<file path="config.mk">
export PLATFORM = sky130hd
export DESIGN_NAME = tgi_ctrl
export DESIGN_NICKNAME = d
export VERILOG_FILES = /design/src/hdl/tgi_pkg.sv /design/src/hdl/tgi_ctrl.sv
export SDC_FILE = /design/constraint.sdc
export NUM_CORES = 1
export LEC_CHECK = 0
export ABC_AREA = 1
export BUFFER_PORTS_ARGS = -buffer_cell sky130_fd_sc_hd__buf_2
export CAP_MARGIN = 30
export CORE_AREA = 2 2 39 41
export CTS_BUF_LIST = sky130_fd_sc_hd__clkbuf_8
export CTS_CLUSTER_SIZE = 20
export DETAILED_ROUTE_END_ITERATION = 16
export DIE_AREA = 0 0 41 43
export GPL_TIMING_DRIVEN = 0
export PLACE_DENSITY = 0.66
export RECOVER_POWER = 25
export SYNTH_ARGS = -nofsm -noshare
export SYNTH_HDL_FRONTEND = slang
export SYNTH_SLANG_ARGS = --single-unit
</file>
<file path="constraint.sdc">
create_clock -name clk -period 2.2 [get_ports clk]
set_clock_uncertainty 0.1 [all_clocks]
set_input_delay 0.44 -clock clk [delete_from_list [all_inputs] [get_ports clk]]
set_output_delay 0.44 -clock clk [all_outputs]
set_load 0.01 [all_outputs]
</file>
<file path="src/hdl/tgi_pkg.sv">
// ----------------------------------------------------------------------------
// tgi_pkg
// Shared constants and types for the trilinear grid interpolator.
// ----------------------------------------------------------------------------
package tgi_pkg;

    localparam int GRID_MAX     = 64;
    localparam int IDX_BITS     = $clog2(GRID_MAX);
    localparam int ADDR_BITS    = 3 * IDX_BITS;
    localparam int GRID_CELLS   = GRID_MAX * GRID_MAX * GRID_MAX;
    localparam int COORD_BITS   = 7;
    localparam int FRAC_BITS    = 16;
    localparam int VALUE_BITS   = 32;
    localparam int POINT_BITS   = 23;
    localparam int CORNERS      = 8;
    localparam int CNT_BITS     = $clog2(CORNERS);
    localparam int QCNT_BITS    = CNT_BITS + 1;
    localparam int LERP_OPS     = CORNERS - 1;
    localparam int PROD_BITS    = VALUE_BITS + FRAC_BITS + 2;
    localparam int SUM_BITS     = VALUE_BITS + 2;

    localparam int APB_DATA_BITS = 32;
    localparam int APB_ADDR_BITS = 3;

    localparam logic [COORD_BITS-1:0] GRID_MAX_C   = COORD_BITS'(GRID_MAX);
    localparam logic [COORD_BITS-1:0] GRID_SIZE_RST = COORD_BITS'(GRID_MAX);

    // register indexes
    localparam logic REG_GRID_SIZE = 1'b0;

    // item function codes
    localparam logic FUNC_WRITE = 1'b0;
    localparam logic FUNC_QUERY = 1'b1;

    // fraction select codes
    localparam logic [1:0] FRAC_X = 2'd0;
    localparam logic [1:0] FRAC_Y = 2'd1;
    localparam logic [1:0] FRAC_Z = 2'd2;

    // lerp op boundaries: four x steps, two y steps, one z step
    localparam logic [CNT_BITS-1:0] OP_FIRST_Y = CNT_BITS'(4);
    localparam logic [CNT_BITS-1:0] OP_FIRST_Z = CNT_BITS'(6);
    localparam logic [CNT_BITS-1:0] OP_LAST    = CNT_BITS'(LERP_OPS - 1);
    localparam logic [CNT_BITS-1:0] CORNER_LAST = CNT_BITS'(CORNERS - 1);

    typedef struct packed {
        logic                capture;
        logic                mem_write;
        logic                rd_issue;
        logic [CNT_BITS-1:0] corner;
        logic                lerp_mul;
        logic                lerp_add;
        logic [1:0]          frac_sel;
        logic                load_out;
    } ctrl_cmd_t;

    typedef struct packed {
        logic is_query;
        logic write_ok;
        logic oor;
    } dp_status_t;

endpackage

</file>
<file path="src/hdl/tgi_ctrl.sv">
// ----------------------------------------------------------------------------
// tgi_ctrl
// Sequencer: accepts items, steps corner reads and lerp ops, loads output.
// ----------------------------------------------------------------------------
module tgi_ctrl (
    input  logic                  clk,
    input  logic                  rst_n,
    input  logic                  in_valid,
    output logic                  in_stall,
    output logic                  out_valid,
    input  logic                  out_stall,
    input  tgi_pkg::dp_status_t   status,
    output tgi_pkg::ctrl_cmd_t    cmd
);
    import tgi_pkg::*;

    localparam logic [2:0] S_IDLE   = 3'd0;
    localparam logic [2:0] S_DECODE = 3'd1;
    localparam logic [2:0] S_READ   = 3'd2;
    localparam logic [2:0] S_DRAIN  = 3'd3;
    localparam logic [2:0] S_MUL    = 3'd4;
    localparam logic [2:0] S_ADD    = 3'd5;
    localparam logic [2:0] S_OUT    = 3'd6;

    logic [2:0]          state_reg, state_next;
    logic [CNT_BITS-1:0] cnt_reg, cnt_next;
    logic                out_valid_reg, out_valid_next;

    assign in_stall  = (state_reg != S_IDLE);
    assign out_valid = out_valid_reg;

    always_comb
    begin
        state_next = state_reg;
        cnt_next   = cnt_reg;
        cmd        = '0;
        cmd.corner = cnt_reg;
        if (cnt_reg < OP_FIRST_Y)
        begin
            cmd.frac_sel = FRAC_X;
        end
        else if (cnt_reg < OP_FIRST_Z)
        begin
            cmd.frac_sel = FRAC_Y;
        end
        else
        begin
            cmd.frac_sel = FRAC_Z;
        end
        case (state_reg)
            S_IDLE:
            begin
                if (in_valid)
                begin
                    cmd.capture = 1'b1;
                    state_next  = S_DECODE;
                end
            end
            S_DECODE:
            begin
                if (!status.is_query)
                begin
                    cmd.mem_write = status.write_ok;
                    state_next    = S_IDLE;
                end
                else if (status.oor)
                begin
                    state_next = S_OUT;
                end
                else
                begin
                    cnt_next   = '0;
                    state_next = S_READ;
                end
            end
            S_READ:
            begin
                cmd.rd_issue = 1'b1;
                cnt_next     = cnt_reg + 1'b1;
                if (cnt_reg == CORNER_LAST)
                begin
                    state_next = S_DRAIN;
                end
            end
            S_DRAIN:
            begin
                cnt_next   = '0;
                state_next = S_MUL;
            end
            S_MUL:
            begin
                cmd.lerp_mul = 1'b1;
                state_next   = S_ADD;
            end
            S_ADD:
            begin
                cmd.lerp_add = 1'b1;
                if (cnt_reg == OP_LAST)
                begin
                    state_next = S_OUT;
                end
                else
                begin
                    cnt_next   = cnt_reg + 1'b1;
                    state_next = S_MUL;
                end
            end
            S_OUT:
            begin
                if (!out_valid_reg || !out_stall)
                begin
                    cmd.load_out = 1'b1;
                    state_next   = S_IDLE;
                end
            end
            default:
            begin
                state_next = S_IDLE;
            end
        endcase
        out_valid_next = cmd.load_out || (out_valid_reg && out_stall);
    end

    always_ff @(posedge clk or negedge rst_n)
    begin
        if (!rst_n)
        begin
            state_reg     <= S_IDLE;
            cnt_reg       <= '0;
            out_valid_reg <= 1'b0;
        end
        else
        begin
            state_reg     <= state_next;
            cnt_reg       <= cnt_next;
            out_valid_reg <= out_valid_next;
        end
    end

endmodule

</file>
After elaboration in Yosys (flattened, before gate mapping)
Cells that the tools add are included.
Word-level totals
  bits in registers: 7
  output and inout bits: 13
Operators by class
  add/sub/neg operators: 1
  multiplexer cells: 22
  $lt $le $gt $ge: 2
  reductions and logical operators: 10
  equal/unequal tests: 14
Operator list (count)
  two-way mux 3 bit: 8
  one-hot mux 3 bit (7 select lines): 1
  == test 3 bit, second input constant: 5
  != test 2 bit, second input constant: 6
  one-hot mux 3 bit (4 select lines): 1
  two-way mux 1 bit: 9
  == test 3 x 2 -> 1 bit, second input constant: 2
  less-than comparator 3 bit, second input constant: 2
  two-way mux 2 bit: 3
  AND reduction 4 bit: 1
  nonzero test 4 bit: 1
  adder 3 x 1 -> 3 bit, second input constant: 1
  == test 3 x 1 -> 1 bit, second input constant: 1
  logical NOT 3 bit: 1
  AND reduction 3 bit: 1
  nonzero test 3 bit: 1
  logical NOT 1 bit: 2
  logical OR 1 bit: 2
  logical AND 1 bit: 1

Depth between registers and ports, before layout
Gate-level depths: netlist of run 1.
  word-level depth: 5
  depth in mapped cells: 7
  gate-level depth less buffers: 7

Worst setup path before layout of run 1
OpenSTA, ideal clock, no wires.
  kind: register to output
  from: register state_reg[0]
  to: output port cmd[9] in the netlist's numbering
  buffers on the path: 0
  path slack: 0.768 ns
  cell stages (with the launch flop): 5
  arrival time: 0.892 ns
  data required time: 1.660 ns
  path through: dfrtp_1 -> inv_2 -> nor2_2 -> nand3_2 -> nor2_1
RTL lines
  start: declaration: line tgi_ctrl.sv:25  | logic [2:0] state_reg, state_next;
  start signal: assignment: line tgi_ctrl.sv:134  | state_reg <= state_next;
  end: declaration: line tgi_ctrl.sv:13  | output tgi_pkg::ctrl_cmd_t cmd

==> impl_metrics.env, run 1 <==
export IMPL_synth_seq_cells=7
export IMPL_path_clk_slew_ns=0.04
export IMPL_hold_viol=0
export IMPL_syn_num_nets=91
export IMPL_drtAntennaViolNets=0
export IMPL_antennaDiodeCount=0
export IMPL_drive_gt1_share_pct=32.08
export IMPL_layout_cells_non_filler=122
export IMPL_fp_coreArea_um2=1384
export IMPL_numCtsBuffers=3
export IMPL_maxCapViolCount=0
export IMPL_cts_root_buf="clkbuf_8"
export IMPL_drt_total_wl_um=1116
export IMPL_finalCriticalPeriod_ns=1.788
export IMPL_gp_congestion=0.7343
export IMPL_drcViolationCount=0
export IMPL_cts_sinks=7
export IMPL_worst_slew_pin_transition_ns=0.4174
export IMPL_grt_pass1_vias=431
export IMPL_setup_slack_ns=0.4118
export IMPL_first_pass_iters=4
export IMPL_vias_per_cell=4.648
export IMPL_end_kind="primary output"
export IMPL_cts_tree="done"
export IMPL_antenna_found_initial=0
export IMPL_via_count=567
export IMPL_synth_area_um2=534.3
export IMPL_overflow=0
export IMPL_leakage_nw=0.4416
export IMPL_die_w_um=41
export IMPL_die_h_um=43
export IMPL_insertion_delay_ns=0.22
export IMPL_post_cts_resized=0
export IMPL_final_core_util_pct=50.81
export IMPL_grt_max_degree=10
export IMPL_start_kind="flip-flop"
export IMPL_tns_ns=0
export IMPL_cp_max_fo=7
export IMPL_crit_path_start="state_reg[0]$_DFFE_PN0P_"
export IMPL_syn_avg_cell_area_um2=6.515
export IMPL_p_per_area_nw_per_um2=1201
export IMPL_synth_seq_area_share_pct=32.79
export IMPL_place_inst=117
export IMPL_fin_crit_sh_pct=81.28
export IMPL_syn_instance_count=82
export IMPL_setup_viol=0
export IMPL_wire_per_inst_um=9.148
export IMPL_critical_path_class="reg2out"
export IMPL_core_rowCount=14
export IMPL_arrival_ns=1.25
export IMPL_initial_utilization_pct=38.61
export IMPL_required_ns=1.66
export IMPL_clockBufferDepth=2
export IMPL_area_delta_synth_final_pct=31.62
export IMPL_slew_violations=0
export IMPL_die_area_um2=1763
export IMPL_io_pins=20
export IMPL_status="completed"
export IMPL_grt_util_all_layers_pct=13.62
export IMPL_r2r_start="cnt_reg[0]$_DFFE_PN0P_"
export IMPL_peakVddDrop_uv=532.7
export IMPL_final_cell_area_um2=703.2
export IMPL_synth_cell_types=15
export IMPL_fmax_ghz=0.5592
export IMPL_dp_slack_ns=0.6380
export IMPL_cts_max_level=1
export IMPL_cts_setup_buffers=0
export IMPL_hold_start="out_stall"
export IMPL_grt_pass1_wl_um=1725
export IMPL_port_buffer_count=19
export IMPL_place_area_um2=649.4
export IMPL_holdCritPathClass="in2reg"
export IMPL_rsz0062_at_grt="no"
export IMPL_slew_headroom_pct=71.88
export IMPL_drt_iter0_drc=8
export IMPL_finalNetCount=116
export IMPL_yosys_warnings=0
export IMPL_hpwlAfterDp_um=925.8
where the power goes:
part	total (W)	switching, W	leakage (nW)	internal [W]
clock	0.000167	0.0000472	0.0269	0.000120
sequential	0.000250	0.0000749	0.0922	0.000175
combinational	0.000427	0.000267	0.322	0.000160
total	0.000844	0.000389	0.442	0.000455
placed cells by master (no fill, tap or decap), types with 3 or more instances in the layout:
master | Yosys | final
a21oi_1 | 4 | 4
buf_2 | 0 | 18
clkbuf_8 | 0 | 3
dfrtp_1 | 7 | 7
inv_1 | 10 | 11
inv_2 | 5 | 5
nand2_1 | 22 | 22
nand3_1 | 8 | 8
nand3_2 | 4 | 4
nor2_1 | 11 | 11
nor2_2 | 3 | 3
metrics by stage:
step                      hold slack (ns)  total power (W)
final                              0.3355        0.0008443
after global routing               0.3612        0.0009278
after CTS                          0.3331        0.0008570
after detailed placement           0.1740        0.0006820
after global placement             0.1749        0.0006725
after floorplan                   0.04441        0.0005484
layout make-up:
type	count	area, um^2
Clock buffer	3	41.29
Clock inverter	1	3.754
Fill cell	153	680.7
Inverter	15	56.30
Multi-Input combinational cell	60	302.8
Sequential cell	7	175.2
Tap cell	16	20.02
Timing Repair Buffer	20	103.9
cell usage after synthesis:
master    instances  share of area, %
nor2_1           11               7.7
inv_1            10               7.0
nand2_1          22                15
nor3_1            1              0.94
inv_2             5               3.5
nand3_2           4               7.5
o21ai_0           2               1.9
nand2_2           1               1.2
dfrtp_1           7                33
nand4_1           1               1.2
a21oi_1           4               3.7
nand3b_1          1               1.4
nor2_2            3               3.5
ha_1              2               4.7
nand3_1           8               7.5
logic make-up (layout without fill, tap and decap cells):
kind of cell	count (synthesis)	in the layout	share of synthesized area, %
AND/OR/NAND/NOR	52	52	46.37
buffers and inverters	15	39	10.54
flip-flops	7	7	32.79
AO/OA/AOI/OAI	6	6	5.621
adder cells (fa/ha/maj)	2	2	4.683
repair_timing:
action | in CTS | in global routing
hold endpoints to repair | 7 | 0
hold buffers | 1 | 0
setup endpoints to repair | 0 | 0
path summary, 6_finish.rpt:
kind	to	slack, ns	cells after the start
setup / recovery	cmd[9]	0.41	5
hold / removal	out_valid$_DFF_PN0_	0.34	3
setup reg to reg	state_reg[1]$_DFFE_PN0P_	0.80	6
hold reg to reg	out_valid$_DFF_PN0_	0.40	2
max in group asynchronous	cnt_reg[1]$_DFFE_PN0P_	1.22	2
min in group asynchronous	state_reg[0]$_DFFE_PN0P_	0.53	2
routing by layer:
layer | up-vias | global-route usage (%) | share of wire [%]
li1 | 306 | - | -
met4 | 0 | 6.000 | 0
met1 | 251 | 20.07 | 48
met2 | 10 | 20.31 | 48
met3 | 0 | 0 | 3.4
met5 | - | 0 | 0
critical path: stages, from the launching register on:
cell and delay, ns:
dfrtp_1 0.48, inv_2 0.09, nor2_2 0.14, nand3_2 0.10, nor2_1 0.09, buf_2 0.13
Power figures use the tool's default switching activity.
==> run 2: changes to the inputs <==
--- a/config.mk
+++ b/config.mk
@@ -5,7 +5,7 @@
 export SDC_FILE = /design/constraint.sdc
 export NUM_CORES = 1
 export LEC_CHECK = 0
-export ABC_AREA = 1
+export ABC_AREA = 0
 export BUFFER_PORTS_ARGS = -buffer_cell sky130_fd_sc_hd__buf_2
 export CAP_MARGIN = 30
 export CORE_AREA = 2 2 39 41
@@ -14,7 +14,7 @@
 export DETAILED_ROUTE_END_ITERATION = 16
 export DIE_AREA = 0 0 41 43
 export GPL_TIMING_DRIVEN = 0
-export PLACE_DENSITY = 0.66
+export PLACE_DENSITY = 0.64
 export RECOVER_POWER = 25
 export SYNTH_ARGS = -nofsm -noshare
 export SYNTH_HDL_FRONTEND = slang
==> constraint.sdc (replaced) <==
create_clock -name clk -period 1.9 [get_ports clk]
set_clock_uncertainty 0.1 [all_clocks]
set_input_delay 0.38 -clock clk [delete_from_list [all_inputs] [get_ports clk]]
set_output_delay 0.38 -clock clk [all_outputs]
set_load 0.01 [all_outputs]
==> impl_metrics.env, run 2 <==
export IMPL_first_pass_iters=3
export IMPL_maxCapViolCount=0
export IMPL_r2r_cells=5
export IMPL_drive_gt1_share_pct=39.24
export IMPL_grt_util_all_layers_pct=15.15
export IMPL_synthFlopType="dfrtp_1"
export IMPL_p_total_w=0.001177
export IMPL_wire_per_inst_um=11.06
export IMPL_via_count=460
export IMPL_p_per_area_nw_per_um2=1697
export IMPL_yosys_warnings=0
export IMPL_status="completed"
export IMPL_cts_sinks=7
export IMPL_async_flop_share_pct=100.0
export IMPL_antenna_found_initial=0
export IMPL_syn_instance_count=54
export IMPL_antennaDiodeCount=0
export IMPL_dp_slack_ns=0.2590
export IMPL_setup_viol=0
export IMPL_tns_ns=0
export IMPL_fmax_ghz=0.5438
export IMPL_rsz0062_at_grt="no"
export IMPL_final_common_cell="buf_2"
export IMPL_hold_path_end="out_valid$_DFF_PN0_"
export IMPL_hpwlAfterDp_um=795.3
export IMPL_die_area_um2=1763
export IMPL_grt_max_degree=11
export IMPL_start_kind="flip-flop"
export IMPL_synth_seq_area_share_pct=34.31
export IMPL_slew_violations=0
export IMPL_max_stage_delay_ns=0.40
export IMPL_hold_path_depth=3
export IMPL_synth_cell_types=25
export IMPL_finalNetCount=89
export IMPL_initial_utilization_pct=36.89
export IMPL_leakage_nw=0.3707
export IMPL_critical_path_class="reg2out"
export IMPL_rrSetupSlack_ns=0.52
export IMPL_worstPathCellList="buf_6, or3_1, nor2_1, buf_2"
export IMPL_synth_seq_cells=7
export IMPL_synth_edf_count=0
export IMPL_drcViolationCount=0
export IMPL_arrival_ns=1.36
export IMPL_numCtsBuffers=3
export IMPL_drtAntennaViolNets=0
export IMPL_hold_start="out_stall"
export IMPL_die_w_um=41
export IMPL_gp_congestion=0.7314
export IMPL_synth_compound_area_share_pct=19.61
export IMPL_required_ns=1.42
export IMPL_synth_top_family_by_area="simple AND/OR/NAND/NOR gates"
export IMPL_drt_total_wl_um=1051
export IMPL_setup_slack_ns=0.06093
export IMPL_synth_area_leaders="dfrtp_1 34%, nand2_1 5.9%, o221ai_4 5.1%"
export IMPL_slowest_stage="dfrtp_1"
export IMPL_yosys_area_share_xor_xnor_pct=0
export IMPL_grt_pass1_vias=438
export IMPL_hold_viol=0
export IMPL_cts_root_buf="clkbuf_8"
export IMPL_finalCriticalPeriod_ns=1.839
export IMPL_port_buffer_count=19
export IMPL_synth_area_um2=510.5
export IMPL_fillers=134
export IMPL_cp_max_fo=10
export IMPL_fin_crit_sh_pct=96.79
export IMPL_slew_headroom_pct=74.40
export IMPL_overflow=0
export IMPL_synth_top_area_share_pct=34.31
export IMPL_vias_per_cell=4.842
export IMPL_synth_most_common_cell="nand2_1"
export IMPL_area_delta_synth_final_pct=35.78
export IMPL_r2r_start="state_reg[1]$_DFFE_PN0P_"
export IMPL_path_clk_slew_ns=0.04
export IMPL_cts_max_level=1
export IMPL_die_h_um=43
export IMPL_rr_endpoint="cnt_reg[2]$_DFFE_PN0P_"
export IMPL_peakVddDrop_uv=817.9
export IMPL_synth_area_mux_share_pct=0
export IMPL_core_rowCount=14
export IMPL_clockBufferDepth=2
export IMPL_synthTopCellsByCount="8 x nand2_1, 7 x dfrtp_1, 5 x nor2_1, 4 x inv_1, 4 x nand2b_1"
export IMPL_insertion_delay_ns=0.22
export IMPL_holdWs_ns=0.3107
export IMPL_synth_top_area_cell="dfrtp_1"
export IMPL_holdCritPathClass="in2reg"
export IMPL_worst_slew_pin_transition_ns=0.3840
export IMPL_syn_num_nets=63
export IMPL_cts_tree="done"
export IMPL_final_cell_mix="18 x buf_2, 8 x nand2_1, 6 x dfrtp_1"
export IMPL_io_pins=20
export IMPL_fp_coreArea_um2=1384
export IMPL_synth_fa_ha_area_share_pct=4.902
export IMPL_yosys_area_share_simple_pct=32.35
export IMPL_drt_iter0_drc=7
export IMPL_grt_pass1_wl_um=1835
export IMPL_syn_avg_cell_area_um2=9.454
export IMPL_end_kind="primary output"
[run 2: cell count changes after synthesis, moves of 4 or more]
cell / before / now
nand2_1: 22 / 8
nand3_1: 8 / 0
inv_1: 10 / 4
nor2_1: 11 / 5
inv_2: 5 / 0
nand2b_1: 0 / 4
nand3_2: 4 / 0
[run 2: cell type report]
cell class / instances / area, um^2 / area share [%]
buffer: 3 / 30.03 / 4.332
tap: 16 / 20.02 / 2.888
inverter: 4 / 15.01 / 2.166
timing repair buffer: 21 / 111.4 / 16.07
clock buffer: 3 / 41.29 / 5.957
clock inverter: 1 / 3.754 / 0.5415
multi-input combinational: 40 / 295.3 / 42.60
sequential: 7 / 176.4 / 25.45
[run 2: report_power, final]
part | internal (W) | total [W] | switching (W)
clock network | 0.000140 | 0.000205 | 0.0000648
registers | 0.000219 | 0.000286 | 0.0000670
logic | 0.000321 | 0.000686 | 0.000364
[run 2: worst max-delay path by stage]
| stage | to | startpoint |
|---|---|---|
| 6_report | cmd[10] | state_reg[1]$_DFFE_PN0P_ |
| 3_5_place_dp | cmd[9] | state_reg[2]$_DFFE_PN0P_ |
| 4_1_cts | cmd[9] | state_reg[2]$_DFFE_PN0P_ |
| 3_3_place_gp | cmd[9] | state_reg[2]$_DFFE_PN0P_ |
| 5_1_grt | cmd[10] | state_reg[1]$_DFFE_PN0P_ |
| 2_1_floorplan | cmd[10] | state_reg[2]$_DFFE_PN0P_ |
[run 2: logic make-up after synthesis]
family,after synthesis
flip-flops,7
buffers and inverters,7
AND/OR/NAND/NOR,27
AO/OA/AOI/OAI,11
adder cells (fa/ha/maj),2
[run 2: worst max-delay path: cells and delay by family (launching register included)]
family / cells / cell delay [ns]
flops: 1 / 0.40
simple gates: 2 / 0.45
buf+inv: 2 / 0.28
[run 2: repair_timing]
item,in CTS,in global routing
hold buffers,1,0
setup endpoints to repair,0,2
hold endpoints to repair,7,0
gates resized for setup,0,2
setup buffers,0,1
[run 2: routing by layer]
metal | track usage [%] | part of all wire [%]
met1 | 19.02 | 44
met3 | 4.712 | 5.4
met2 | 23.13 | 50
met5 | 0 | 0
met4 | 6.000 | 0.76
[run 2: metrics by stage]
| step | util [%] | instance area, um^2 | instances |
|---|---|---|---|
| 2_1_floorplan | - | 510.5 | 54 |
| 6_report | 50.09 | 693.2 | 95 |
| 3_3_place_gp | 45.21 | 625.6 | 89 |
| 3_5_place_dp | 45.21 | 625.6 | 89 |
| 4_1_cts | 49.19 | 680.7 | 94 |
| 5_1_grt | 50.09 | 693.2 | 95 |
